===== config.mk =====
export PLATFORM = sky130hd
export DESIGN_NAME = epm_ram
export DESIGN_NICKNAME = d
export VERILOG_FILES = /design/src/hdl/epm_ram.sv
export SDC_FILE = /design/constraint.sdc
export NUM_CORES = 2
export LEC_CHECK = 0
export ABC_AREA = 1
export BUFFER_PORTS_ARGS = -buffer_cell sky130_fd_sc_hd__buf_2
export CAP_MARGIN = 10
export CORE_MARGIN = 5
export CORE_UTILIZATION = 45
export DETAILED_ROUTE_END_ITERATION = 7
export PLACE_DENSITY = 0.65
export SYNTH_ARGS = -nofsm -noshare
export SYNTH_HDL_FRONTEND = slang
export SYNTH_SLANG_ARGS = --single-unit

===== constraint.sdc =====
create_clock -name clk -period 6.45 [get_ports clk]
set_input_delay 0.645 -clock clk [delete_from_list [all_inputs] [get_ports clk]]
set_output_delay 0.645 -clock clk [all_outputs]
set_load 0.02 [all_outputs]

===== src/hdl/epm_ram.sv =====
// Generic single-write, single-read RAM with registered read data.
module epm_ram #(
  parameter int W     = 32,
  parameter int DEPTH = 64
) (
  input  logic                     clk,
  input  logic                     we,
  input  logic [$clog2(DEPTH)-1:0] waddr,
  input  logic [W-1:0]             wdata,
  input  logic [$clog2(DEPTH)-1:0] raddr,
  output logic [W-1:0]             rdata
);

  logic [W-1:0] mem_r [DEPTH];
  logic [W-1:0] rdata_r;

  always_ff @(posedge clk) begin
    if (we) begin
      mem_r[waddr] <= wdata;
    end
    rdata_r <= mem_r[raddr];
  end

  assign rdata = rdata_r;

endmodule


==> run_results.csv <==
group,metric,value,unit
cells_and_area,drive_gt1_share,7.97,%
cells_and_area,multi_input_area,18800,µm²
timing,worst_slack,3160,ps
grt,track_usage,24.2,%
critical_path,critPathRequiredTime,7220,ps
placement,dp_slack,2430,ps
floorplanning,die_h,439,µm
critical_path,path_class,"in2reg",
clock_network,htree_levels,4,
routing,antenna_left,0,
critical_path,max_stage_delay,580,ps
cells_and_area,area_growth,11.2,%
timing,tightest_slew,1150,ps
routing,routedWlPerCell,25.3,µm
floorplanning,die_x,439,µm
clock_network,cts_tree,"done",
grt,grt_max_degree,222,
critical_path,startpoint_type,"primary input",
power,power_density,305,nW/µm²
critical_path,crit_arrival,4060,ps
timing,post-route-period-util,51.0,%
routing,drt_iter0_drc,7631,
placement,place_congestion,0.847,
timing,hold_viol,0,
logic_synthesis,synth_area,82700,µm²
clock_network,cts_sinks,2080,
cells_and_area,stdcell_area,92000,µm²
grt,grt_pass1_vias,52124,
logic_synthesis,ys_warn_count,0,
outcome,status,"completed",
cells_and_area,fin_util,50.2,%
logic_synthesis,yosysSeqAreaShare,75.1,%
power,vdd_drop_max,0.247,mV
grt,gr-total-overflow,0,
grt,grt_pass1_wl,347,mm
placement,hpwl,119,mm
logic_synthesis,ys_types,16,
timing,fin_worst_skew,29.6,ps
clock_network,clk_path_buf_depth,3,
clock_network,cts_hold_buf,0,
critical_path,crit_slowest_cell,"buf_4",
floorplanning,num_rows,157,
timing,report.final.slew_viol_count,0,
placement,port_buffers,77,
clock_network,path_clk_slew,60,ps
clock_network,clk_latency,850,ps
routing,vias,54151,
logic_synthesis,ys_seq_elements,2080,
timing,rsz0062_at_grt,"false",
logic_synthesis,avgSynthCellArea,12.2,µm²
timing,tns,0,ps
logic_synthesis,syn_inst,6769,
critical_path,path_cells,"buf_8 > buf_4 > buf_12 > nand2_1 > nand3_1 > nand3_1 > nand3_1 > nand3_1 > nand2_1 > nand2_1 > nand2_1",
critical_path,crit_buf_inv,3,
routing,via_per_inst,5.78,
cells_and_area,regArea,62100,µm²
routing,drc,0,
critical_path,path_delay_family,"buffers and inverters",
logic_synthesis,syn_nets,6815,
placement,postPlaceCellArea,85700,µm²
timing,fmax,304,MHz
critical_path,crit_path_max_fanout,179,
clock_network,numCtsBuffers,199,
timing,period_needed,3290,ps
grt,antenna_found_initial,13,
clock_network,postCtsSetupRepairBufs,0,
min_path,hold_path_class,"in2reg",
routing,route.final.wire_length,237,mm
cells_and_area,fin_nets,6782,
clock_network,ctsResizeCount,0,
critical_path,critPathCaptureType,"flip-flop",
cells_and_area,fillerInstances,15661,
run,cap_viol_max_count,0,
power,finalPower,28000,µW
timing,finalSetupViolations,0,
power,p_leak,0.0320,µW
timing,relSlewSlack,23.4,%
clock_network,clock-root-buffer,"clkbuf_16",
floorplanning,dieArea,193000,µm²
routing,drt_pass1_iterations,7,
floorplanning,ios,78,
floorplanning,start_util,45.2,%
floorplanning,core_area,183000,µm²
## where the power goes
| group | total, µW | internal (µW) | switching [µW] | leakage (µW) |
|---|---|---|---|---|
| registers | 15000 | 15000 | 53.9 | 0.0187 |
| clock network | 11300 | 6340 | 4910 | 0.00304 |
| logic | 1750 | 391 | 1360 | 0.0103 |
## logic make-up (layout without fill, tap and decap cells)
group	after synthesis	in the layout	share of synthesized area, %
AND/OR/NAND/NOR	4228	4228	22.1
flip-flops	2080	2080	75.1
buffers and inverters	461	590	2.78
other	0	7	0
## Yosys cell counts, drive strengths merged
cell type	n	area, µm²
nand2	2248	8440
edfxtp	2048	61500
nand3	1907	9540
buf	372	1960
clkbuf	77	289
nor2	56	210
dfxtp	32	641
inv	12	47.6
nand4	9	56.3
nor4	8	50.1
## layout by cell type (no fill, tap or decap)
master,count
inv_8,2
buf_12,16
inv_16,1
edfxtp_1,2048
inv_2,2
buf_2,72
buf_4,123
clkinv_8,5
nor4_2,8
diode_2,7
clkbuf_8,11
bufinv_16,11
clkbuf_1,52
inv_1,6
clkbuf_16,204
nand3_1,1907
buf_6,1
nor2_4,56
buf_8,3
inv_6,4
dfxtp_1,32
clkinvlp_4,4
clkinv_2,27
nand2_1,2248
clkinv_1,46
nand4_1,9
## routing by layer
| metal | share of wire (%) | vias up | track usage, % |
|---|---|---|---|
| met1 | 39 | 26737 | 33.0 |
| met2 | 47 | 2903 | 38.5 |
| li1 | - | 24052 | - |
| met3 | 9.8 | 457 | 4.65 |
| met5 | 0.0055 | - | 0 |
| met4 | 4.0 | 2 | 9.79 |
## sequential cells by signal, indices dropped and copies added (netlist names)
name,cells
rdata,32
mem_r,2048
## final cells by class
| class | instances | share of cell area [%] |
|---|---|---|
| flip-flops and latches | 2080 | 67.6 |
| multi-input cells | 4228 | 20.4 |
| clock buffers | 267 | 5.93 |
| well taps | 2464 | 3.35 |
| repair buffers | 215 | 1.81 |
| clock inverters | 96 | 0.843 |
| inverters | 12 | 0.0884 |
| diodes | 7 | 0.0190 |
## final timing paths
| check | start | endpoint | slack (ps) | cells past startpoint |
|---|---|---|---|---|
| min | raddr[5] | rdata[31]$_DFF_P_ | 470 | 4 |
| max reg2reg | mem_r[46][17]$_DFFE_PP_ | rdata[17]$_DFF_P_ | 4600 | 8 |
| min reg2reg | mem_r[4][22]$_DFFE_PP_ | rdata[22]$_DFF_P_ | 810 | 8 |
| max | raddr[0] | rdata[17]$_DFF_P_ | 3160 | 11 |
## through the flow
step / hold WS, ps / cells
2_1_floorplan: 721 / 6769
3_3_place_gp: 792 / 8999
6_report: 469 / 9369
5_1_grt: 451 / 9368
3_5_place_dp: 779 / 8999
4_1_cts: 392 / 9362
## worst register-to-register path, stage by stage, from the launching register on
cell and delay [ps]:
edfxtp_1 370, nand2_1 80, nand3_1 110, nand3_1 150
nand3_1 160, nand3_1 280, nand2_1 200, nand2_1 300
nand2_1 90
No activity file was read; power rests on OpenSTA's default activity.
