<file path="src/hdl/epm_pkg.sv">
// Package with the word types, codes, constants and divider/cell control types of the matcher.
package epm_pkg;

  localparam int PIXELS_MAX_DEF  = 4096;
  localparam int EIGEN_MAX_DEF   = 32;
  localparam int SAMPLES_MAX_DEF = 64;

  localparam int QW      = 17;
  localparam int DIV_NW  = 54;
  localparam int DIV_DW  = 48;
  localparam int DIST_W  = 54;
  localparam int WSUM_W  = 38;

  localparam logic [1:0] OP_MEAN  = 2'd0;
  localparam logic [1:0] OP_EIGEN = 2'd1;
  localparam logic [1:0] OP_COEF  = 2'd2;
  localparam logic [1:0] OP_QUERY = 2'd3;

  localparam logic [2:0] REG_IMAGE_LENGTH  = 3'd0;
  localparam logic [2:0] REG_EIGEN_COUNT   = 3'd1;
  localparam logic [2:0] REG_SAMPLE_COUNT  = 3'd2;
  localparam logic [2:0] REG_DISTANCE_GATE = 3'd3;
  localparam logic [2:0] REG_SPREAD_GATE   = 3'd4;

  localparam logic [12:0] IMAGE_LENGTH_RST  = 13'd4096;
  localparam logic [5:0]  EIGEN_COUNT_RST   = 6'd8;
  localparam logic [6:0]  SAMPLE_COUNT_RST  = 7'd64;
  localparam logic [31:0] DISTANCE_GATE_RST = 32'd140000000;
  localparam logic [16:0] SPREAD_GATE_RST   = 17'd29491;

  typedef struct packed {
    logic [1:0]         opcode;
    logic [16:0]        address;
    logic signed [31:0] value;
    logic               final_pixel;
  } in_word_t;

  typedef struct packed {
    logic [5:0]  sample_index;
    logic [16:0] score;
    logic        run_end;
  } out_word_t;

  typedef struct packed {
    logic              start;
    logic [DIV_NW-1:0] num;
    logic [DIV_DW-1:0] den;
  } div_req_t;

  typedef struct packed {
    logic          done;
    logic [QW-1:0] quo;
  } div_rsp_t;

  typedef struct packed {
    logic shift;
    logic clear;
  } cell_ctl_t;

endpackage

</file>
<file path="src/hdl/epm_cell.sv">
// One projection sum cell of the rotating accumulator chain.
module epm_cell (
  input  logic               clk,
  input  logic               rst_n,
  input  epm_pkg::cell_ctl_t ctl,
  input  logic signed [63:0] din,
  output logic signed [63:0] q
);

  logic signed [63:0] value_r;
  logic signed [63:0] value_nxt;

  always_comb begin
    value_nxt = value_r;
    if (ctl.clear) begin
      value_nxt = '0;
    end else if (ctl.shift) begin
      value_nxt = din;
    end
  end

  always_ff @(posedge clk) begin
    if (!rst_n) begin
      value_r <= '0;
    end else begin
      value_r <= value_nxt;
    end
  end

  assign q = value_r;

endmodule

</file>
<file path="config.mk">
export PLATFORM = sky130hd
export DESIGN_NAME = epm_cell
export DESIGN_NICKNAME = d
export VERILOG_FILES = /design/src/hdl/epm_pkg.sv /design/src/hdl/epm_cell.sv
export SDC_FILE = /design/constraint.sdc
export NUM_CORES = 1
export LEC_CHECK = 0
export BUFFER_PORTS_ARGS = -buffer_cell sky130_fd_sc_hd__buf_2
export CORE_ASPECT_RATIO = 1.2
export CORE_MARGIN = 2
export CORE_UTILIZATION = 30
export DETAILED_ROUTE_END_ITERATION = 10
export GPL_ROUTABILITY_DRIVEN = 0
export PLACE_DENSITY = 0.58
export SKIP_CTS_REPAIR_TIMING = 1
export SLEW_MARGIN = 10
export SYNTH_ARGS = -nofsm -noshare
export SYNTH_HDL_FRONTEND = slang
export SYNTH_SLANG_ARGS = --single-unit
</file>
<file path="constraint.sdc">
create_clock -name clk -period 1 [get_ports clk]
set_input_delay 0.1 -clock clk [delete_from_list [all_inputs] [get_ports clk]]
set_output_delay 0.1 -clock clk [all_outputs]
set_load 0.03 [all_outputs]
</file>
==> Implementation_results.wiki, run 1 <==
{| class="wikitable"
! Metric !! Value
|-
| Root buf cell || clkbuf_8
|-
| Count of flip-flops with a built-in enable after synthesis || 0
|-
| Endpoint required time on the critical path || 0.90 ns
|-
| Number of maximum-capacitance violations || 0
|-
| Die height || 100 µm
|-
| Fin crit share || 0.957
|-
| Number of global-route vias before repair || 1795
|-
| Max reg flops || 64
|-
| Skew-Pair Late Insertion Delay || 0.33 ns
|-
| Fraction of the mapped netlist area in compound gates || 0
|-
| Overall via count from detail_route || 1862
|-
| Area contributors post-synth || dfxtp_1 56%, mux2i_1 28%, nor2_1 10%
|-
| Die area || 0.00840 mm²
|-
| Buffers & Inverters on Critical Path || 1
|-
| Width of the die || 84.0 µm
|-
| Detailed-route wire length || 5.06 mm
|-
| Sequence of cells on the critical path || clkbuf_4
|-
| Number of placement rows || 35
|-
| Category of the worst setup path launch point || register
|-
| Routed wirelength normalized by instance count || 11.5 µm
|-
| Clock transition at the registers of the reported paths || 0.07 ns
|-
| Post-synthesis cell type count || 8
|-
| Number of antenna violations at the first check in global routing || 0
|-
| Worst Hold Depth || 3
|-
| Final Slew Violations || 0
|-
| Synthesized net count || 275
|-
| Tightest Pin Transition || 0.144 ns
|-
| Slowest cell delay on critical path || 0.34 ns
|-
| Dominant delay contributor by cell family on the critical path || flip-flops
|-
| Synthesized area per cell || 11.1 µm²
|-
| Critical Path Fanout Max || 2
|-
| Total inserted antenna cells || 0
|-
| First-pass GRT wire length || 8.20 mm
|-
| R2R Path End || q[7]$_SDFFE_PP0P_
|-
| Io pins || 132
|-
| DRT iter0 DRCs || 57
|-
| Final layout net count || 411
|-
| Setup slack of the most critical reg-to-reg path || 0.39 ns
|-
| Hold Path Class || in2reg
|-
| Clock tree from TritonCTS || done
|-
| Pin count of the biggest net entering global routing || 39
|-
| Top cells by count, synth || 64 x dfxtp_1, 64 x mux2i_1, 64 x nor2_1, 6 x buf_2, 6 x buf_8
|-
| Clock skew after layout || 0 ns
|-
| Number of CTS-inserted buffers || 9
|-
| Sum of overflow across all layers after global routing || 0
|-
| Power per unit of standard cell area || 1580 mW/mm²
|-
| Violated checks || negative hold slack
|-
| Number of detailed-route iterations in the first pass || 4
|-
| Leakage power || 1.73 nW
|-
| Category of the critical setup timing path || reg2out
|-
| Starting density of the core || 0.304
|-
| Relative slew slack || 0.901
|-
| Final std cell area, no fill || 0.00334 mm²
|-
| Prevailing post-synth register cell || dfxtp_1
|-
| Endpoint arrival time on the critical path || 0.86 ns
|-
| Share of synthesized cell area in and, or, nand and nor gates || 0.107
|-
| Parity-gate share of the synthesized area counting xor and xnor cells || 0
|-
| Number of failing setup endpoints in the final timing report || 0
|-
| Fraction of layout instances using a drive strength above 1 || 0.434
|-
| # port buffers || 131
|-
| Synthesized flop and latch total || 64
|-
| Worst reg-to-reg path cell count || 2
|-
| Post-route antenna net violation count || 0
|-
| Overall power after layout || 5.29 mW
|-
| End point of the most critical hold path || q[49]$_SDFFE_PP0P_
|-
| Maximum buffer depth of the clock tree || 2
|-
| Share of the core filled with cells || 0.441
|-
| Count of final hold-check violations || 3
|-
| Largest family of logic cells by synthesized area || multiplexers
|-
| Post-route setup TNS || 0 ns
|-
| Post-DP HPWL || 3.61 mm
|-
| Gate count after technology mapping || 207
|-
| GR Util All Layers || 0.123
|-
| Final-layout fill cell count || 759
|-
| Synth async-reset ratio || 0
|-
| Count of warnings emitted by yosys || 0
|-
| Remaining design rule violation count || 0
|-
| Minimum clock period || 0.957 ns
|-
| Adder-cell area share of the yosys netlist || 0
|-
| Smallest hold slack || -0.000930 ns
|-
| Result of the run || complete, but fails checks
|-
| Upper clock frequency limit || 1050 MHz
|-
| Area Overhead vs Synth || 45.0%
|-
| Num Clock Sinks || 64
|-
| Multiplexer fraction of the synthesized cell area || 0.278
|-
| Per-cell via count in the routed design || 4.23
|-
| Proportion of synthesized chip area in sequential cells || 0.556
|-
| H-tree levels || 3
|-
| Area of the core || 0.00758 mm²
|-
| Crit end category || output port
|-
| Launch instance of the worst min-delay path || din[49]
|-
| Cell area after technology mapping || 0.00230 mm²
|-
| Worst supply voltage drop on vdd || 0.754 mV
|-
| R2R Path Start || q[7]$_SDFFE_PP0P_
|-
| Area of placed instances || 0.00304 mm²
|-
| Post-synth top area cell || dfxtp_1
|-
| Slowest stage cell on the critical path || dfxtp_1
|-
| Share of the synthesized area in the top cell type || 0.556
|}
how the worst max path moves through the flow:
| stage | startpoint | endpoint | cells after the start |
|---|---|---|---|
| floorplan | ctl[1] | q[0]$_SDFFE_PP0P_ | 4 |
| global placement | ctl[1] | q[41]$_SDFFE_PP0P_ | 4 |
| detailed placement | ctl[1] | q[53]$_SDFFE_PP0P_ | 4 |
| CTS | q[7]$_SDFFE_PP0P_ | q[7] | 1 |
| global route | q[55]$_SDFFE_PP0P_ | q[55] | 1 |
| finish | q[48]$_SDFFE_PP0P_ | q[48] | 1 |
placed cells by master (no fill, tap or decap):
master and instances:
buf_2 91, clkbuf_4 14, nand2b_2 1, nor2_1 64
clkinv_2 4, dfxtp_1 64, clkbuf_1 2, buf_12 5
buf_6 1, dlygate4sd3_1 3, clkbuf_8 10, mux2i_1 64
buf_4 25
metrics by stage:
| stage | instances | setup WS, ns |
|---|---|---|
| 2_1_floorplan | 207 | 0.256 |
| 3_3_place_gp | 421 | 0.160 |
| 3_5_place_dp | 421 | 0.144 |
| 4_1_cts | 437 | 0.00233 |
| 5_1_grt | 440 | -0.00899 |
| 6_report | 440 | 0.0433 |
report_power, final:
group          internal (mW)  leakage [nW]  total (mW)  switching, mW
Clock                  0.951        0.0899        1.86          0.913
Combinational          0.350          1.12       0.753          0.404
Sequential              2.63         0.522        2.67         0.0406
metal layers:
metal	global-route usage	part of all wire
met5	0	0
met4	0.0670	0.020
met3	0.0403	0.076
met2	0.204	0.48
met1	0.141	0.42
layout make-up:
class | count | area [µm²] | area share
repair buffers | 139 | 890 | 0.266
clock buffers | 12 | 145 | 0.0434
multi-input cells | 129 | 890 | 0.266
flip-flops and latches | 64 | 1280 | 0.384
clock inverters | 4 | 20.0 | 0.00599
well taps | 92 | 115 | 0.0345
cells by family (layout without fill, tap and decap cells):
logic type             count (synthesis)  after routing
buffers and inverters                 14            155
flip-flops                            64             64
multiplexers                          64             64
AND/OR/NAND/NOR                       65             65
No activity file was read; power rests on OpenSTA's default activity.
==> inputs of run 2 (changes only) <==
--- a/config.mk
+++ b/config.mk
@@ -5,13 +5,14 @@
 export SDC_FILE = /design/constraint.sdc
 export NUM_CORES = 1
 export LEC_CHECK = 0
+export ABC_AREA = 1
 export BUFFER_PORTS_ARGS = -buffer_cell sky130_fd_sc_hd__buf_2
 export CORE_ASPECT_RATIO = 1.2
 export CORE_MARGIN = 2
 export CORE_UTILIZATION = 30
 export DETAILED_ROUTE_END_ITERATION = 10
 export GPL_ROUTABILITY_DRIVEN = 0
-export PLACE_DENSITY = 0.58
+export PLACE_DENSITY = 0.57
 export SKIP_CTS_REPAIR_TIMING = 1
 export SLEW_MARGIN = 10
 export SYNTH_ARGS = -nofsm -noshare
==> run 2 against run 1 <==
- the flow now finishes without violations
- first-iteration DRC count is 47% higher
- non-clock buffer count unchanged
- combinational power increased by 10%
- critical path type unchanged
- die area increased by 11%
==> Implementation_results.wiki, run 2 <==
{| class="wikitable"
! Metric !! Value
|-
| Post-synthesis cell type count || 11
|-
| Synthesized net count || 346
|-
| Cell area after technology mapping || 0.00257 mm²
|-
| Result of the run || finished, final reports clean
|-
| Count of final hold-check violations || 0
|-
| Final Slew Violations || 0
|-
| Post-synth top area cell || dfxtp_1
|-
| Count of warnings emitted by yosys || 0
|-
| Synthesized area per cell || 9.25 µm²
|-
| Max reg flops || 64
|-
| Share of the core filled with cells || 0.430
|-
| Leakage power || 1.54 nW
|-
| GR Util All Layers || 0.134
|-
| Number of global-route vias before repair || 2197
|-
| Setup slack of the most critical reg-to-reg path || 0.39 ns
|-
| Routed wire length on met2 || 2.89 mm
|-
| Upper clock frequency limit || 1040 MHz
|-
| Fin worst setup slack || 0.0348 ns
|-
| Die height || 105 µm
|-
| Final-layout fill cell count || 897
|-
| Overall via count from detail_route || 2243
|-
| Fin crit share || 0.965
|-
| Number of CTS-inserted buffers || 9
|-
| Synth async-reset ratio || 0
|-
| Crit end category || output port
|-
| First-pass GRT wire length || 9.92 mm
|-
| Area of the core || 0.00847 mm²
|-
| DP Worst Slack || 0.142 ns
|-
| Proportion of synthesized chip area in sequential cells || 0.498
|-
| Synthesized flop and latch total || 64
|-
| Number of placed cells counting well taps || 514
|-
| Highest metal used || met4
|-
| Top cells by count, synth || 98 x nand2_1, 64 x dfxtp_1, 60 x a21oi_2, 31 x nand2_2, 12 x buf_2
|-
| Minimum clock period || 0.965 ns
|-
| RSZ-0062 raised after global routing || no
|-
| Remaining design rule violation count || 0
|-
| Hold Path Class || in2reg
|-
| Gate count after technology mapping || 278
|-
| Area contributors post-synth || dfxtp_1 50%, a21oi_2 20%, nand2_1 14%
|-
| Width of the die || 88.5 µm
|-
| Total inserted antenna cells || 0
|-
| Root buf cell || clkbuf_8
|-
| Final layout net count || 477
|-
| Clock tree from TritonCTS || done
|-
| Commonest cells after routing, fill and taps aside || 98 x nand2_1, 78 x buf_2, 64 x dfxtp_1, 60 x a21oi_2, 38 x buf_4
|-
| Post-route setup TNS || 0 ns
|-
| Fraction of layout instances using a drive strength above 1 || 0.581
|-
| Share of the synthesized area in the top cell type || 0.498
|-
| Sequence of cells on the critical path || clkbuf_4
|-
| Num Clock Sinks || 64
|-
| Slowest cell delay on critical path || 0.34 ns
|-
| Routed wirelength normalized by instance count || 11.5 µm
|-
| Slowest stage cell on the critical path || dfxtp_1
|-
| Number of placement rows || 37
|-
| DRT iter0 DRCs || 84
|-
| Endpoint arrival time on the critical path || 0.87 ns
|-
| H-tree levels || 3
|-
| Prevailing post-synth register cell || dfxtp_1
|-
| Area Overhead vs Synth || 41.7%
|-
| Sum of overflow across all layers after global routing || 0
|-
| Clock transition at the registers of the reported paths || 0.06 ns
|-
| Relative slew slack || 0.862
|-
| Detailed-route wire length || 6.08 mm
|-
| Wire length on met1 || 2.67 mm
|-
| Post-DP HPWL || 4.19 mm
|-
| Post-route antenna net violation count || 0
|-
| # port buffers || 131
|-
| Library cell with the highest instance count after synthesis || nand2_1
|-
| Worst supply voltage drop on vdd || 0.595 mV
|-
| Skew-Pair Late Insertion Delay || 0.33 ns
|-
| Die area || 0.00933 mm²
|-
| Post-route insts no fill || 530
|-
| Dominant delay contributor by cell family on the critical path || flip-flops
|-
| Number of failing setup endpoints in the final timing report || 0
|-
| Number of antenna violations at the first check in global routing || 0
|-
| Most common cell after layout, fill and taps aside || nand2_1
|-
| Buffers & Inverters on Critical Path || 1
|-
| Category of the critical setup timing path || reg2out
|-
| Tightest Pin Transition || 0.207 ns
|-
| Met3 wirelength from detailed routing || 452 µm
|-
| Endpoint required time on the critical path || 0.90 ns
|-
| Io pins || 132
|-
| Clock skew after layout || 0 ns
|-
| Category of the worst setup path launch point || register
|-
| Starting density of the core || 0.304
|-
| Number of maximum-capacitance violations || 0
|-
| Maximum buffer depth of the clock tree || 2
|-
| Power per unit of standard cell area || 1450 mW/mm²
|-
| Critical Path Fanout Max || 2
|-
| Per-cell via count in the routed design || 4.23
|-
| Pin count of the biggest net entering global routing || 40
|-
| Count of flip-flops with a built-in enable after synthesis || 0
|-
| Number of detailed-route iterations in the first pass || 2
|}
[run 2: path summary, 6_finish.rpt]
| check | startpoint | to | cells past startpoint |
|---|---|---|---|
| worst max register to register | q[15]$_SDFFE_PP0P_ | q[15]$_SDFFE_PP0P_ | 2 |
| worst min-delay path | din[60] | q[60]$_SDFFE_PP0P_ | 3 |
| worst min register to register | q[60]$_SDFFE_PP0P_ | q[60]$_SDFFE_PP0P_ | 2 |
| worst max-delay path | q[33]$_SDFFE_PP0P_ | q[33] | 1 |
[run 2: per-stage QoR]
stage | instance area, µm² | power (mW) | hold WS, ns
finish | 3640 | 5.28 | 0.00929
global route | 3640 | 5.58 | 0.000625
CTS | 3490 | 5.35 | -0.0126
detailed placement | 3340 | 3.52 | 0.360
global placement | 3340 | 3.52 | 0.358
floorplan | 2570 | 3.24 | 0.240
[run 2: final cells by class]
type	instances	area, µm²	area share
Clock buffer	14	143	0.0391
Clock inverter	1	5.00	0.00137
Inverter	2	7.51	0.00206
Multi-Input combinational cell	193	1110	0.305
Sequential cell	64	1280	0.352
Tap cell	117	146	0.0402
Timing Repair Buffer	139	950	0.261
[run 2: logic make-up (layout without fill, tap and decap cells)]
group | count (synthesis) | count (layout) | synth area share
flip-flops | 64 | 64 | 0.498
buffers and inverters | 21 | 156 | 0.0715
AO/OA/AOI/OAI | 64 | 64 | 0.212
AND/OR/NAND/NOR | 129 | 129 | 0.218
[run 2: where the power goes]
part / internal (mW) / total (mW) / switching, mW
logic: 0.334 / 0.829 / 0.495
clock network: 0.887 / 1.78 / 0.897
registers: 2.63 / 2.67 / 0.0410
total: 3.85 / 5.28 / 1.43
[run 2: routing by layer]
layer,up-vias,global-route usage
li1,1148,-
met1,1016,0.166
met2,73,0.211
met3,6,0.0470
met4,0,0.0552
met5,-,0
