--- src/hdl/epm_pkg.sv ---
// Package with the word types, codes, constants and divider/cell control types of the matcher.
package epm_pkg;

  localparam int PIXELS_MAX_DEF  = 4096;
  localparam int EIGEN_MAX_DEF   = 32;
  localparam int SAMPLES_MAX_DEF = 64;

  localparam int QW      = 17;
  localparam int DIV_NW  = 54;
  localparam int DIV_DW  = 48;
  localparam int DIST_W  = 54;
  localparam int WSUM_W  = 38;

  localparam logic [1:0] OP_MEAN  = 2'd0;
  localparam logic [1:0] OP_EIGEN = 2'd1;
  localparam logic [1:0] OP_COEF  = 2'd2;
  localparam logic [1:0] OP_QUERY = 2'd3;

  localparam logic [2:0] REG_IMAGE_LENGTH  = 3'd0;
  localparam logic [2:0] REG_EIGEN_COUNT   = 3'd1;
  localparam logic [2:0] REG_SAMPLE_COUNT  = 3'd2;
  localparam logic [2:0] REG_DISTANCE_GATE = 3'd3;
  localparam logic [2:0] REG_SPREAD_GATE   = 3'd4;

  localparam logic [12:0] IMAGE_LENGTH_RST  = 13'd4096;
  localparam logic [5:0]  EIGEN_COUNT_RST   = 6'd8;
  localparam logic [6:0]  SAMPLE_COUNT_RST  = 7'd64;
  localparam logic [31:0] DISTANCE_GATE_RST = 32'd140000000;
  localparam logic [16:0] SPREAD_GATE_RST   = 17'd29491;

  typedef struct packed {
    logic [1:0]         opcode;
    logic [16:0]        address;
    logic signed [31:0] value;
    logic               final_pixel;
  } in_word_t;

  typedef struct packed {
    logic [5:0]  sample_index;
    logic [16:0] score;
    logic        run_end;
  } out_word_t;

  typedef struct packed {
    logic              start;
    logic [DIV_NW-1:0] num;
    logic [DIV_DW-1:0] den;
  } div_req_t;

  typedef struct packed {
    logic          done;
    logic [QW-1:0] quo;
  } div_rsp_t;

  typedef struct packed {
    logic shift;
    logic clear;
  } cell_ctl_t;

endpackage

--- src/hdl/epm_div.sv ---
// Restoring divider that produces a 17-bit quotient, one bit per cycle.
module epm_div (
  input  logic              clk,
  input  logic              rst_n,
  input  epm_pkg::div_req_t req,
  output epm_pkg::div_rsp_t rsp
);
  import epm_pkg::*;

  localparam int CW = $clog2(QW + 1);

  logic [CW-1:0]     cnt_r, cnt_nxt;
  logic              done_r, done_nxt;
  logic [DIV_DW-1:0] rem_r, rem_nxt;
  logic [DIV_DW-1:0] den_r, den_nxt;
  logic [QW-1:0]     num_r, num_nxt;
  logic [QW-1:0]     quo_r, quo_nxt;
  logic [DIV_DW:0]   trial;
  logic [DIV_DW:0]   diff;
  logic              ge;

  always_comb begin
    trial    = {rem_r, num_r[QW-1]};
    diff     = trial - {1'b0, den_r};
    ge       = trial >= {1'b0, den_r};
    cnt_nxt  = cnt_r;
    done_nxt = (cnt_r == CW'(1));
    rem_nxt  = rem_r;
    den_nxt  = den_r;
    num_nxt  = num_r;
    quo_nxt  = quo_r;
    if (req.start) begin
      cnt_nxt = CW'(QW);
      rem_nxt = DIV_DW'(req.num >> QW);
      num_nxt = req.num[QW-1:0];
      den_nxt = req.den;
      quo_nxt = '0;
    end else if (cnt_r != '0) begin
      cnt_nxt = cnt_r - CW'(1);
      rem_nxt = ge ? diff[DIV_DW-1:0] : trial[DIV_DW-1:0];
      num_nxt = {num_r[QW-2:0], 1'b0};
      quo_nxt = {quo_r[QW-2:0], ge};
    end
  end

  always_ff @(posedge clk) begin
    if (!rst_n) begin
      cnt_r  <= '0;
      done_r <= 1'b0;
    end else begin
      cnt_r  <= cnt_nxt;
      done_r <= done_nxt;
    end
  end

  always_ff @(posedge clk) begin
    rem_r <= rem_nxt;
    den_r <= den_nxt;
    num_r <= num_nxt;
    quo_r <= quo_nxt;
  end

  assign rsp.done = done_r;
  assign rsp.quo  = quo_r;

endmodule

--- config.mk ---
export PLATFORM = sky130hd
export DESIGN_NAME = epm_div
export DESIGN_NICKNAME = d
export VERILOG_FILES = /design/src/hdl/epm_pkg.sv /design/src/hdl/epm_div.sv
export SDC_FILE = /design/constraint.sdc
export NUM_CORES = 1
export LEC_CHECK = 0
export ABC_AREA = 1
export BUFFER_PORTS_ARGS = -buffer_cell sky130_fd_sc_hd__buf_2
export CAP_MARGIN = 20
export CORE_MARGIN = 10
export CORE_UTILIZATION = 45
export CTS_BUF_LIST = sky130_fd_sc_hd__clkbuf_16
export DETAILED_ROUTE_END_ITERATION = 16
export PLACE_DENSITY_LB_ADDON = 0.25
export SLEW_MARGIN = 30
export SYNTH_ARGS = -nofsm -noshare
export SYNTH_HDL_FRONTEND = slang
export SYNTH_SLANG_ARGS = --single-unit
--- constraint.sdc ---
create_clock -name clk -period 2.5 [get_ports clk]
set_input_delay 0.125 -clock clk [delete_from_list [all_inputs] [get_ports clk]]
set_output_delay 0.125 -clock clk [all_outputs]
set_load 0.05 [all_outputs]
==> flow_metrics.env, run 1 <==
export IMPL_synth_area_leaders="edfxtp_1 (32%), nand2_1 (22%), inv_1 (10%)"
export IMPL_reg2reg_to="rem_r[25]"
export IMPL_wl_per_cell_um=15.1
export IMPL_cp_slowest_cell="edfxtp_1"
export IMPL_muxShareOfSynthArea_pct=0
export IMPL_grt_pass1_wl_mm=46.3
export IMPL_final_nets=1861
export IMPL_final_area_um2=13800
export IMPL_clk_path_buf_depth=2
export IMPL_finalWorstPathRequiredPeriod_ns=2.45
export IMPL_worst_path_max_fanout=13
export IMPL_cp_start_kind="flip-flop"
export IMPL_fp_dieH_um=166
export IMPL_clkSinkCount=136
export IMPL_layout_drive_gt1_share_pct=25.2
export IMPL_antenna_found_initial=1
export IMPL_synth_most_common_cell="nand2_1"
export IMPL_dpl_hpwl_mm=20.8
export IMPL_vias=9771
export IMPL_clk_pin_slew_ns=0.08
export IMPL_required_ns=2.68
export IMPL_cp_slowest_stage_delay_ns=0.45
export IMPL_die_w_um=166
export IMPL_worst_path_stages=12
export IMPL_dpl_cell_count=1837
export IMPL_path_class="reg -> reg"
export IMPL_r2r_start="rem_r[4]"
export IMPL_hp_start="req[85]"
export IMPL_startpoint="rem_r[4]"
export IMPL_synthSimpleGateAreaFrac_pct=32.2
export IMPL_clk_root_buffer_cell="clkbuf_16"
export IMPL_drv_cap=0
export IMPL_clock_latency_ns=0.45
export IMPL_max_freq_mhz=408
export IMPL_ys_types=37
export IMPL_grt_max_degree=145
export IMPL_hold_class="in -> reg"
export IMPL_first_global_vias=9446
export IMPL_initial_core_util_pct=45.9
export IMPL_fin_setup_tns_ns=0
export IMPL_place_congestion=0.980
export IMPL_postRouteAntennaNets=0
export IMPL_synth_edf_count=102
export IMPL_syn_area_per_cell_um2=6.83
export IMPL_io_buffers=122
export IMPL_cpLargestDelayFamily="simple AND/OR/NAND/NOR gates"
export IMPL_async_flop_share_pct=0
export IMPL_arrival_ns=2.63
export IMPL_status="completed"
export IMPL_synth_seq_area_share_pct=38.8
export IMPL_cts_buffers=17
export IMPL_slew_viol_final=0
export IMPL_syn_nets=1569
export IMPL_tritoncts="built"
export IMPL_crit_path_cell_trace="ha_4 > nand2_1 > nor2_2 > inv_1 > nor3_4 > nand4_4 > nand3_4 > buf_12 > clkbuf_16 > nand2_1 > o211ai_1 > nand2_1"
export IMPL_r2r_cells=12
export IMPL_yosys_warnings=0
export IMPL_netlist_area_um2=9640
export IMPL_drc=0
export IMPL_fin_crit_sh_pct=98.0
export IMPL_relSlewSlack_pct=55.8
export IMPL_num_rows=53
export IMPL_grt_total_usage_pct=20.2
export IMPL_critPathBufInv=3
export IMPL_tightest_slew_ns=0.663
export IMPL_dpl_instance_area_um2=10900
export IMPL_p_leak_nw=6.74
export IMPL_dieArea_um2=27700
export IMPL_grt_overflow_total=0
export IMPL_synthAdderAreaFrac_pct=6.83
export IMPL_synth_xor_area_share_pct=3.00
export IMPL_setup_viol=0
export IMPL_via_per_inst=4.90
export IMPL_netlist_instances=1412
export IMPL_core_area_um2=21000
export IMPL_synth_compound_area_share_pct=7.49
export IMPL_synth_top_area_share_pct=31.8
export IMPL_endpoint="rem_r[25]"
export IMPL_io_pins=123
export IMPL_area_growth_pct=43.0
export IMPL_synth_top_area_cell="edfxtp_1"
export IMPL_powerDensity_nw_per_um2=1150
export IMPL_drt_pass1_iterations=6
export IMPL_ir_drop_v=0.000490
export IMPL_htreeDepth=4
export IMPL_path_common_cell="nand2_1"
export IMPL_drt_iter0_markers=711
export IMPL_rsz0062_at_grt="yes"
export IMPL_skew_ns=0.0236
export IMPL_final_cells=1993
export IMPL_ys_ff_latch=136
export IMPL_ys_flop_type="edfxtp_1"
export IMPL_ys_top_cells_by_count="nand2_1 (554), inv_1 (260), edfxtp_1 (102), nor2_1 (98), a21oi_1 (59)"
export IMPL_synth_top_family_by_area="simple AND/OR/NAND/NOR gates"
export IMPL_end_kind="flip-flop"
export IMPL_finalHoldViolations=0
export IMPL_routed_wl_mm=30.2
export IMPL_regToRegSetupSlack_ns=0.05
-- layer usage --
metal / up-vias / routed length (um) / track usage (%)
met5: - / 0 / 0
li1: 4975 / - / -
met2: 269 / 14300 / 33.2
met4: 0 / 417 / 5.00
met3: 36 / 1660 / 4.57
met1: 4491 / 13800 / 26.1
-- tightest hold or removal path, delay by kind of cell --
kind	cells	cell delay, ns
buf+inv	1	0.08
simple gates	2	0.14
-- per-stage QoR --
step           setup slack [ns]  power (mW)  utilization [%]  hold slack (ns)
2_1_floorplan             0.257        8.38                -            0.224
3_3_place_gp            -0.0583        10.6             52.1            0.301
3_5_place_dp            -0.0489        10.7             52.1            0.303
4_1_cts                 -0.0196        14.0             61.1          0.00231
5_1_grt                 -0.0555        16.9             65.6          0.00776
6_report                 0.0495        15.8             65.6          0.00675
-- report_power, final --
part           internal (mW)  leakage (nW)  switching (mW)
logic                   4.23          5.11            5.37
registers               3.07          1.32           0.463
clock network           1.46         0.306            1.21
-- cell type report --
class | count | area [um2]
Fill cell | 1752 | 7240
Sequential cell | 136 | 3740
Inverter | 264 | 991
Antenna cell | 1 | 2.50
Clock buffer | 19 | 475
Tap cell | 275 | 344
Clock inverter | 13 | 144
Timing Repair Buffer | 303 | 2380
Multi-Input combinational cell | 982 | 5710
-- cells in the final DEF, fill, tap and decap left out, drive strengths merged --
master	count
nand2	555
inv	271
buf	203
nor2	103
edfxtp	102
dlygate4sd3	96
nand3	61
a21oi	59
o21ai	58
ha	51
dfxtp	34
xnor2	28
clkbuf	23
nand4	17
or2	11
o21bai	11
nor3	6
clkinv	6
xor2	5
and2	5
o211ai	5
diode	1
nor4	1
and3	1
a21boi	1
nor3b	1
nand3b	1
o221ai	1
fa	1
-- sequential cells by signal, summed over array words and instances (netlist names) --
register and flops:
quo_r 17, rem_r 48, den_r 48, done_r 1, num_r 17, cnt_r 5
-- what timing repair did --
| item | CTS | global route |
|---|---|---|
| endpoints found under the setup margin | 12 | 49 |
| setup buffers | 1 | 21 |
| cloned | 1 | 4 |
| resized for setup | 32 | 183 |
| hold endpoints to repair | 98 | 0 |
| pin swaps | 2 | 63 |
| hold buffers | 96 | 0 |
-- cells by family after synthesis --
kind of cell               after synthesis
xor gates and xnor gates                33
DFF                                    136
AOI/OAI and AO/OA                      135
adders and majority gates               52
buffers and inverters                  294
and+or+nand+nor                        762
-- worst min-delay path by stage --
stage | slack (ns) | cells past startpoint | end
detailed placement | 0.30 | 1 | den_r[39]
CTS | 0.002 | 3 | rem_r[17]
finish | 0.007 | 3 | rem_r[20]
global route | 0.008 | 3 | rem_r[13]
global placement | 0.30 | 1 | den_r[6]
floorplan | 0.22 | 0 | den_r[0]
Note: power is estimated with default switching activity, not from simulation.
==> run 2: changes to the inputs <==
--- a/config.mk
+++ b/config.mk
@@ -10,7 +10,8 @@
 export CAP_MARGIN = 20
 export CORE_MARGIN = 10
 export CORE_UTILIZATION = 45
-export CTS_BUF_LIST = sky130_fd_sc_hd__clkbuf_16
+export CTS_BUF_LIST = sky130_fd_sc_hd__clkbuf_8 sky130_fd_sc_hd__clkbuf_16
+export CTS_CLUSTER_DIAMETER = 30
 export DETAILED_ROUTE_END_ITERATION = 16
 export PLACE_DENSITY_LB_ADDON = 0.25
 export SLEW_MARGIN = 30
==> constraint.sdc (replaced) <==
create_clock -name clk -period 2.1 [get_ports clk]
set_input_delay 0.105 -clock clk [delete_from_list [all_inputs] [get_ports clk]]
set_output_delay 0.105 -clock clk [all_outputs]
set_load 0.05 [all_outputs]
==> run 2 against run 1 <==
The run now ends with setup timing left. Sequential share of layout area down 3.7 points. Die area unchanged. Maximum frequency down 1.6%. Non-clock buffer count up 182. Worst hold slack better by 0.26 ns. Register-to-register slack worse by 0.44 ns. Largest cell class unchanged. Combinational power up 64%. Core utilization up 10 points. Power up 46%.
==> flow_metrics.env, run 2 (synthesis results as in run 1) <==
export IMPL_cp_start_kind="flip-flop"
export IMPL_failed_checks="setup timing"
export IMPL_met2_length_mm=16.6
export IMPL_layout_drive_gt1_share_pct=40.2
export IMPL_holdWs_ns=0.270
export IMPL_dieArea_um2=27700
export IMPL_grt_total_usage_pct=22.8
export IMPL_slew_viol_final=0
export IMPL_wl_per_cell_um=15.7
export IMPL_drt_pass1_iterations=7
export IMPL_worst_path_max_fanout=7
export IMPL_dpl_hpwl_mm=22.4
export IMPL_vias=10800
export IMPL_relSlewSlack_pct=56.3
export IMPL_via_per_inst=4.95
export IMPL_skew_ns=0.0141
export IMPL_clk_pin_slew_ns=0.08
export IMPL_final_common_cell="nand2_1"
export IMPL_max_freq_mhz=402
export IMPL_num_rows=53
export IMPL_die_w_um=166
export IMPL_dpl_cell_count=1964
export IMPL_status="finished with violations"
export IMPL_antenna_found_initial=0
export IMPL_postRouteAntennaNets=0
export IMPL_drc=0
export IMPL_r2r_start="rem_r[3]"
export IMPL_top_regs="den_r (48), rem_r (48)"
export IMPL_place_congestion=0.980
export IMPL_finalHoldViolations=0
export IMPL_path_class="reg -> reg"
export IMPL_io_pins=123
export IMPL_rsz0062_at_grt="yes"
export IMPL_regToRegSetupSlack_ns=-0.39
export IMPL_setup_viol=49
export IMPL_cts_buffers=17
export IMPL_wl_met1_mm=14.9
export IMPL_fp_dieH_um=166
export IMPL_setup_ws_ns=-0.389
export IMPL_finalWorstPathRequiredPeriod_ns=2.49
export IMPL_grt_overflow_total=0
export IMPL_grt_pass1_wl_mm=52.4
export IMPL_first_global_vias=10700
export IMPL_drv_cap=0
export IMPL_fin_setup_tns_ns=-12.50
export IMPL_final_cells=2174
export IMPL_clk_root_buffer_cell="clkbuf_16"
export IMPL_final_nets=2043
export IMPL_antenna_cells=0
export IMPL_required_ns=2.31
export IMPL_min_path_cells=3
export IMPL_hold_class="in -> reg"
export IMPL_tritoncts="built"
export IMPL_area_growth_pct=65.7
export IMPL_drt_iter0_markers=816
export IMPL_hold_path_endpoint="rem_r[27]"
export IMPL_initial_core_util_pct=45.9
export IMPL_clk_path_buf_depth=2
export IMPL_final_util_pct=76.0
export IMPL_final_cell_mix="nand2_1 (425), buf_4 (235), inv_1 (217)"
export IMPL_routed_top_layer="met4"
export IMPL_fin_crit_sh_pct=119
export IMPL_tightest_slew_ns=0.655
export IMPL_end_kind="flip-flop"
export IMPL_grt_max_degree=145
export IMPL_clock_latency_ns=0.45
export IMPL_htreeDepth=4
export IMPL_met3_length_mm=2.00
export IMPL_core_area_um2=21000
export IMPL_p_leak_nw=7.90
export IMPL_powerDensity_nw_per_um2=1440
export IMPL_reg2reg_to="rem_r[20]"
export IMPL_routed_wl_mm=34.2
export IMPL_arrival_ns=2.70
export IMPL_r2r_cells=16
export IMPL_clkSinkCount=136
export IMPL_ir_drop_v=0.000708
export IMPL_io_buffers=122
export IMPL_hp_start="req[102]"
==> run 2: cell count changes in the layout (fill, tap and decap cells not counted), sizes merged <==
cell	previous run	this run
clkinv	6	5
buf	203	380
diode	1	0
dlygate4sd3	96	103
inv	271	272
clkbuf	23	21
==> run 2: worst max path at each step <==
stage                      endpoint  startpoint  slack [ns]  depth (start not counted)
after floorplan           rem_r[24]    rem_r[5]       -0.03                         11
final                     rem_r[20]    rem_r[3]       -0.39                         16
after detailed placement  rem_r[27]   den_r[46]       -0.33                         15
after global routing      rem_r[20]    rem_r[3]       -0.45                         16
after global placement    rem_r[31]   rem_r[22]       -0.37                         11
after CTS                 rem_r[20]   rem_r[17]       -0.26                         18
==> run 2: layer usage <==
| layer | global-route usage, % | up-vias |
|---|---|---|
| met1 | 29.1 | 5025 |
| met3 | 5.16 | 70 |
| met5 | 0 | - |
| met4 | 5.84 | 0 |
| met2 | 38.0 | 322 |
| li1 | - | 5340 |
==> run 2: final cells by class <==
cell class / instances / area, um2
clock buffers: 19 / 475
inverters: 264 / 991
flip-flops and latches: 136 / 3740
clock inverters: 13 / 139
repair buffers: 485 / 3810
well taps: 275 / 344
fillers: 1441 / 5040
multi-input cells: 982 / 6470
==> run 2: critical path, cell delays in order, from the launching register on <==
cell and delay [ns]:
edfxtp_1 0.44, ha_4 0.29, nand2_1 0.09, nand2_2 0.08, inv_1 0.09, nand2_1 0.07, nand2_1 0.08, nand3_2 0.11
nand2_2 0.10, nand2_2 0.07, nand3_2 0.08, nand3_4 0.10, buf_8 0.16, clkbuf_16 0.17, or2_1 0.21, nand3_1 0.07
nand2_1 0.05
==> run 2: where the power goes <==
part	total, mW	switching (mW)	internal (mW)	leakage [nW]
combinational	15.7	8.24	7.43	6.27
sequential	4.20	0.546	3.66	1.32
clock	3.20	1.47	1.73	0.303
==> run 2: repair_timing <==
item / in CTS / in global routing
buffers inserted: 44 / 27
hold buffers: 101 / 2
pin swaps: 50 / 42
setup endpoints to repair: 49 / 49
gates resized for setup: 220 / 174
gates cloned: 2 / 3
endpoints found under the hold margin: 103 / 2
==> run 2: through the flow <==
| step | instance area, um2 | power (mW) | setup WS, ns |
|---|---|---|---|
| after global placement | 12400 | 14.8 | -0.369 |
| after floorplan | 10200 | 10.7 | -0.0288 |
| after detailed placement | 12400 | 15.0 | -0.334 |
| final | 16000 | 23.1 | -0.389 |
| after CTS | 15100 | 20.5 | -0.257 |
| after global routing | 16000 | 24.4 | -0.450 |
==> run 3: changes to the inputs <==
--- a/config.mk
+++ b/config.mk
@@ -8,8 +8,7 @@
 export ABC_AREA = 1
 export BUFFER_PORTS_ARGS = -buffer_cell sky130_fd_sc_hd__buf_2
 export CAP_MARGIN = 20
-export CORE_MARGIN = 10
-export CORE_UTILIZATION = 45
+export CORE_UTILIZATION = 48
 export CTS_BUF_LIST = sky130_fd_sc_hd__clkbuf_8 sky130_fd_sc_hd__clkbuf_16
 export CTS_CLUSTER_DIAMETER = 30
 export DETAILED_ROUTE_END_ITERATION = 16
==> run 3 against run 2 <==
The flow still finishes with violations (setup timing). Count of clock-buffer cells in the layout unchanged. Die area down 25%. Via count up 1.3%. Global-route usage up 8.6 points. Clock skew up 0.0040 ns. Clock power down 6.6%. Combinational power about the same. Flip-flop and latch count unchanged. Sequential share of layout area up 0.35 points. Sequential power about the same. Register-to-register slack about the same.
==> flow_metrics.env, run 3 (synthesis results as in run 1) <==
export IMPL_required_ns=2.27
export IMPL_vias=10900
export IMPL_place_congestion=0.953
export IMPL_worst_path_stages=13
export IMPL_critPathBufInv=4
export IMPL_design_power_total_mw=22.9
export IMPL_wl_per_cell_um=16.3
export IMPL_path_class="reg -> reg"
export IMPL_ir_drop_v=0.000729
export IMPL_cp_start_kind="flip-flop"
export IMPL_met1_usage_pct=41.3
export IMPL_powerDensity_nw_per_um2=1450
export IMPL_finalHoldViolations=0
export IMPL_fp_dieH_um=144
export IMPL_num_rows=51
export IMPL_via_per_inst=5.09
export IMPL_hold_class="in -> reg"
export IMPL_dieArea_um2=20700
export IMPL_grt_total_usage_pct=31.4
export IMPL_die_w_um=144
export IMPL_endpoint="rem_r[22]"
export IMPL_setup_ws_ns=-0.401
export IMPL_skew_ns=0.0181
export IMPL_fin_crit_sh_pct=119
export IMPL_final_nets=2020
export IMPL_layout_drive_gt1_share_pct=39.3
export IMPL_startpoint="rem_r[1]"
export IMPL_regArea_um2=3740
export IMPL_antenna_cells=0
export IMPL_arrival_ns=2.67
export IMPL_regToRegSetupSlack_ns=-0.40
export IMPL_htreeDepth=4
export IMPL_grt_busiest_layer="met2"
export IMPL_worst_path_max_fanout=8
export IMPL_final_cell_mix="nand2_1 (421), inv_1 (215), buf_4 (214)"
export IMPL_setup_viol=49
export IMPL_relSlewSlack_pct=67.6
export IMPL_final_util_pct=80.4
export IMPL_clock_latency_ns=0.44
export IMPL_crit_path_cell_trace="ha_4 > nand2_2 > inv_2 > nand3_2 > nor3_2 > buf_4 > nand4_4 > nand3_4 > buf_6 > buf_12 > nand2_2 > o21ai_1 > o21ai_1"
export IMPL_grt_max_degree=75
export IMPL_routed_wl_mm=34.9
export IMPL_top_regs="den_r (48), rem_r (48)"
export IMPL_grt_use_met3_pct=5.83
export IMPL_drc=0
export IMPL_r2r_cells=13
export IMPL_io_pins=123
export IMPL_p_leak_nw=7.74
export IMPL_slew_viol_final=0
export IMPL_clk_path_buf_depth=2
export IMPL_cp_slowest_cell="edfxtp_1"
export IMPL_end_kind="flip-flop"
export IMPL_grt_overflow_total=0
export IMPL_max_freq_mhz=400
export IMPL_final_cells=2141
export IMPL_clk_pin_slew_ns=0.07
export IMPL_status="finished with violations"
export IMPL_cts_buffers=17
export IMPL_first_global_vias=10200
export IMPL_r2r_start="rem_r[1]"
export IMPL_cpLargestDelayFamily="simple AND/OR/NAND/NOR gates"
export IMPL_io_buffers=122
export IMPL_fillers=1230
export IMPL_drt_iter0_markers=830
export IMPL_initial_core_util_pct=49.2
export IMPL_area_growth_pct=63.3
export IMPL_use_met2_pct=52.6
export IMPL_antenna_found_initial=0
export IMPL_reg2reg_to="rem_r[22]"
export IMPL_drv_cap=0
export IMPL_tritoncts="built"
export IMPL_drt_pass1_iterations=5
export IMPL_cp_slowest_stage_delay_ns=0.43
export IMPL_postRouteAntennaNets=0
export IMPL_dpl_cell_count=1947
export IMPL_core_area_um2=19600
export IMPL_grt_pass1_wl_mm=49.8
export IMPL_tightest_slew_ns=0.486
export IMPL_final_common_cell="nand2_1"
export IMPL_rsz0062_at_grt="yes"
export IMPL_clk_root_buffer_cell="clkbuf_16"
export IMPL_failed_checks="setup timing"
export IMPL_dpl_hpwl_mm=21.1
export IMPL_finalWorstPathRequiredPeriod_ns=2.50
export IMPL_multi_input_area_um2=6410
export IMPL_clkSinkCount=136
## run 3: changes by cell type in the layout (fill, tap and decap cells not counted), sizes merged
cell         previous run  this run
buf                   380       357
clkbuf                 21        23
dlygate4sd3           103       101
inv                   272       271
clkinv                  5         6
## run 3: layer usage
| metal | vias to the layer above | share of wire (%) |
|---|---|---|
| li1 | 5306 | - |
| met1 | 5087 | 43 |
| met2 | 426 | 48 |
| met3 | 82 | 6.4 |
| met4 | 0 | 2.7 |
| met5 | - | 0 |
## run 3: cell type report
type                    instances  share of cell area [%]
repair buffers                462                    23.5
clock inverters                13                   0.676
multi-input cells             982                    40.7
inverters                     264                    6.31
well taps                     265                    2.11
clock buffers                  19                    2.95
flip-flops and latches        136                    23.8
## run 3: how the worst min path moves through the flow
stage	slack, ns	to	from	cells past startpoint
after floorplan	0.20	den_r[0]	req[0]	0
after CTS	0.01	rem_r[19]	req[84]	3
after detailed placement	0.28	den_r[28]	req[28]	1
after global placement	0.28	den_r[8]	req[8]	1
after global routing	0.05	rem_r[19]	req[84]	3
final	0.05	rem_r[22]	req[87]	3
## run 3: power breakdown
group	switching [mW]	leakage (nW)	internal [mW]
clock network	1.34	0.289	1.65
logic	8.32	6.13	7.35
registers	0.553	1.32	3.66
total	10.2	7.74	12.7
## run 3: worst min-delay path: cells and delay by family
| family | cells | cell delay [ns] |
|---|---|---|
| compound gates | 1 | 0.10 |
| buf+inv | 1 | 0.09 |
| simple gates | 1 | 0.06 |
## run 3: what timing repair did
action                                  in CTS  in global routing
hold buffers                               101                  0
endpoints found under the setup margin      49                 49
resized for setup                          122                263
endpoints found under the hold margin      103                  0
setup buffers                               18                 40
cloned                                       3                  5
pin swaps                                   13                 67
## run 3: through the flow
step | instance area [um2] | hold slack [ns] | setup slack [ns] | TNS, ns
after CTS | 14600 | 0.0105 | -0.253 | -9.67
after global routing | 15700 | 0.0451 | -0.469 | -19.13
after detailed placement | 12400 | 0.283 | -0.328 | -14.06
after floorplan | 10200 | 0.204 | -0.0288 | -0.526
after global placement | 12400 | 0.281 | -0.267 | -9.85
final | 15700 | 0.0484 | -0.401 | -15.62
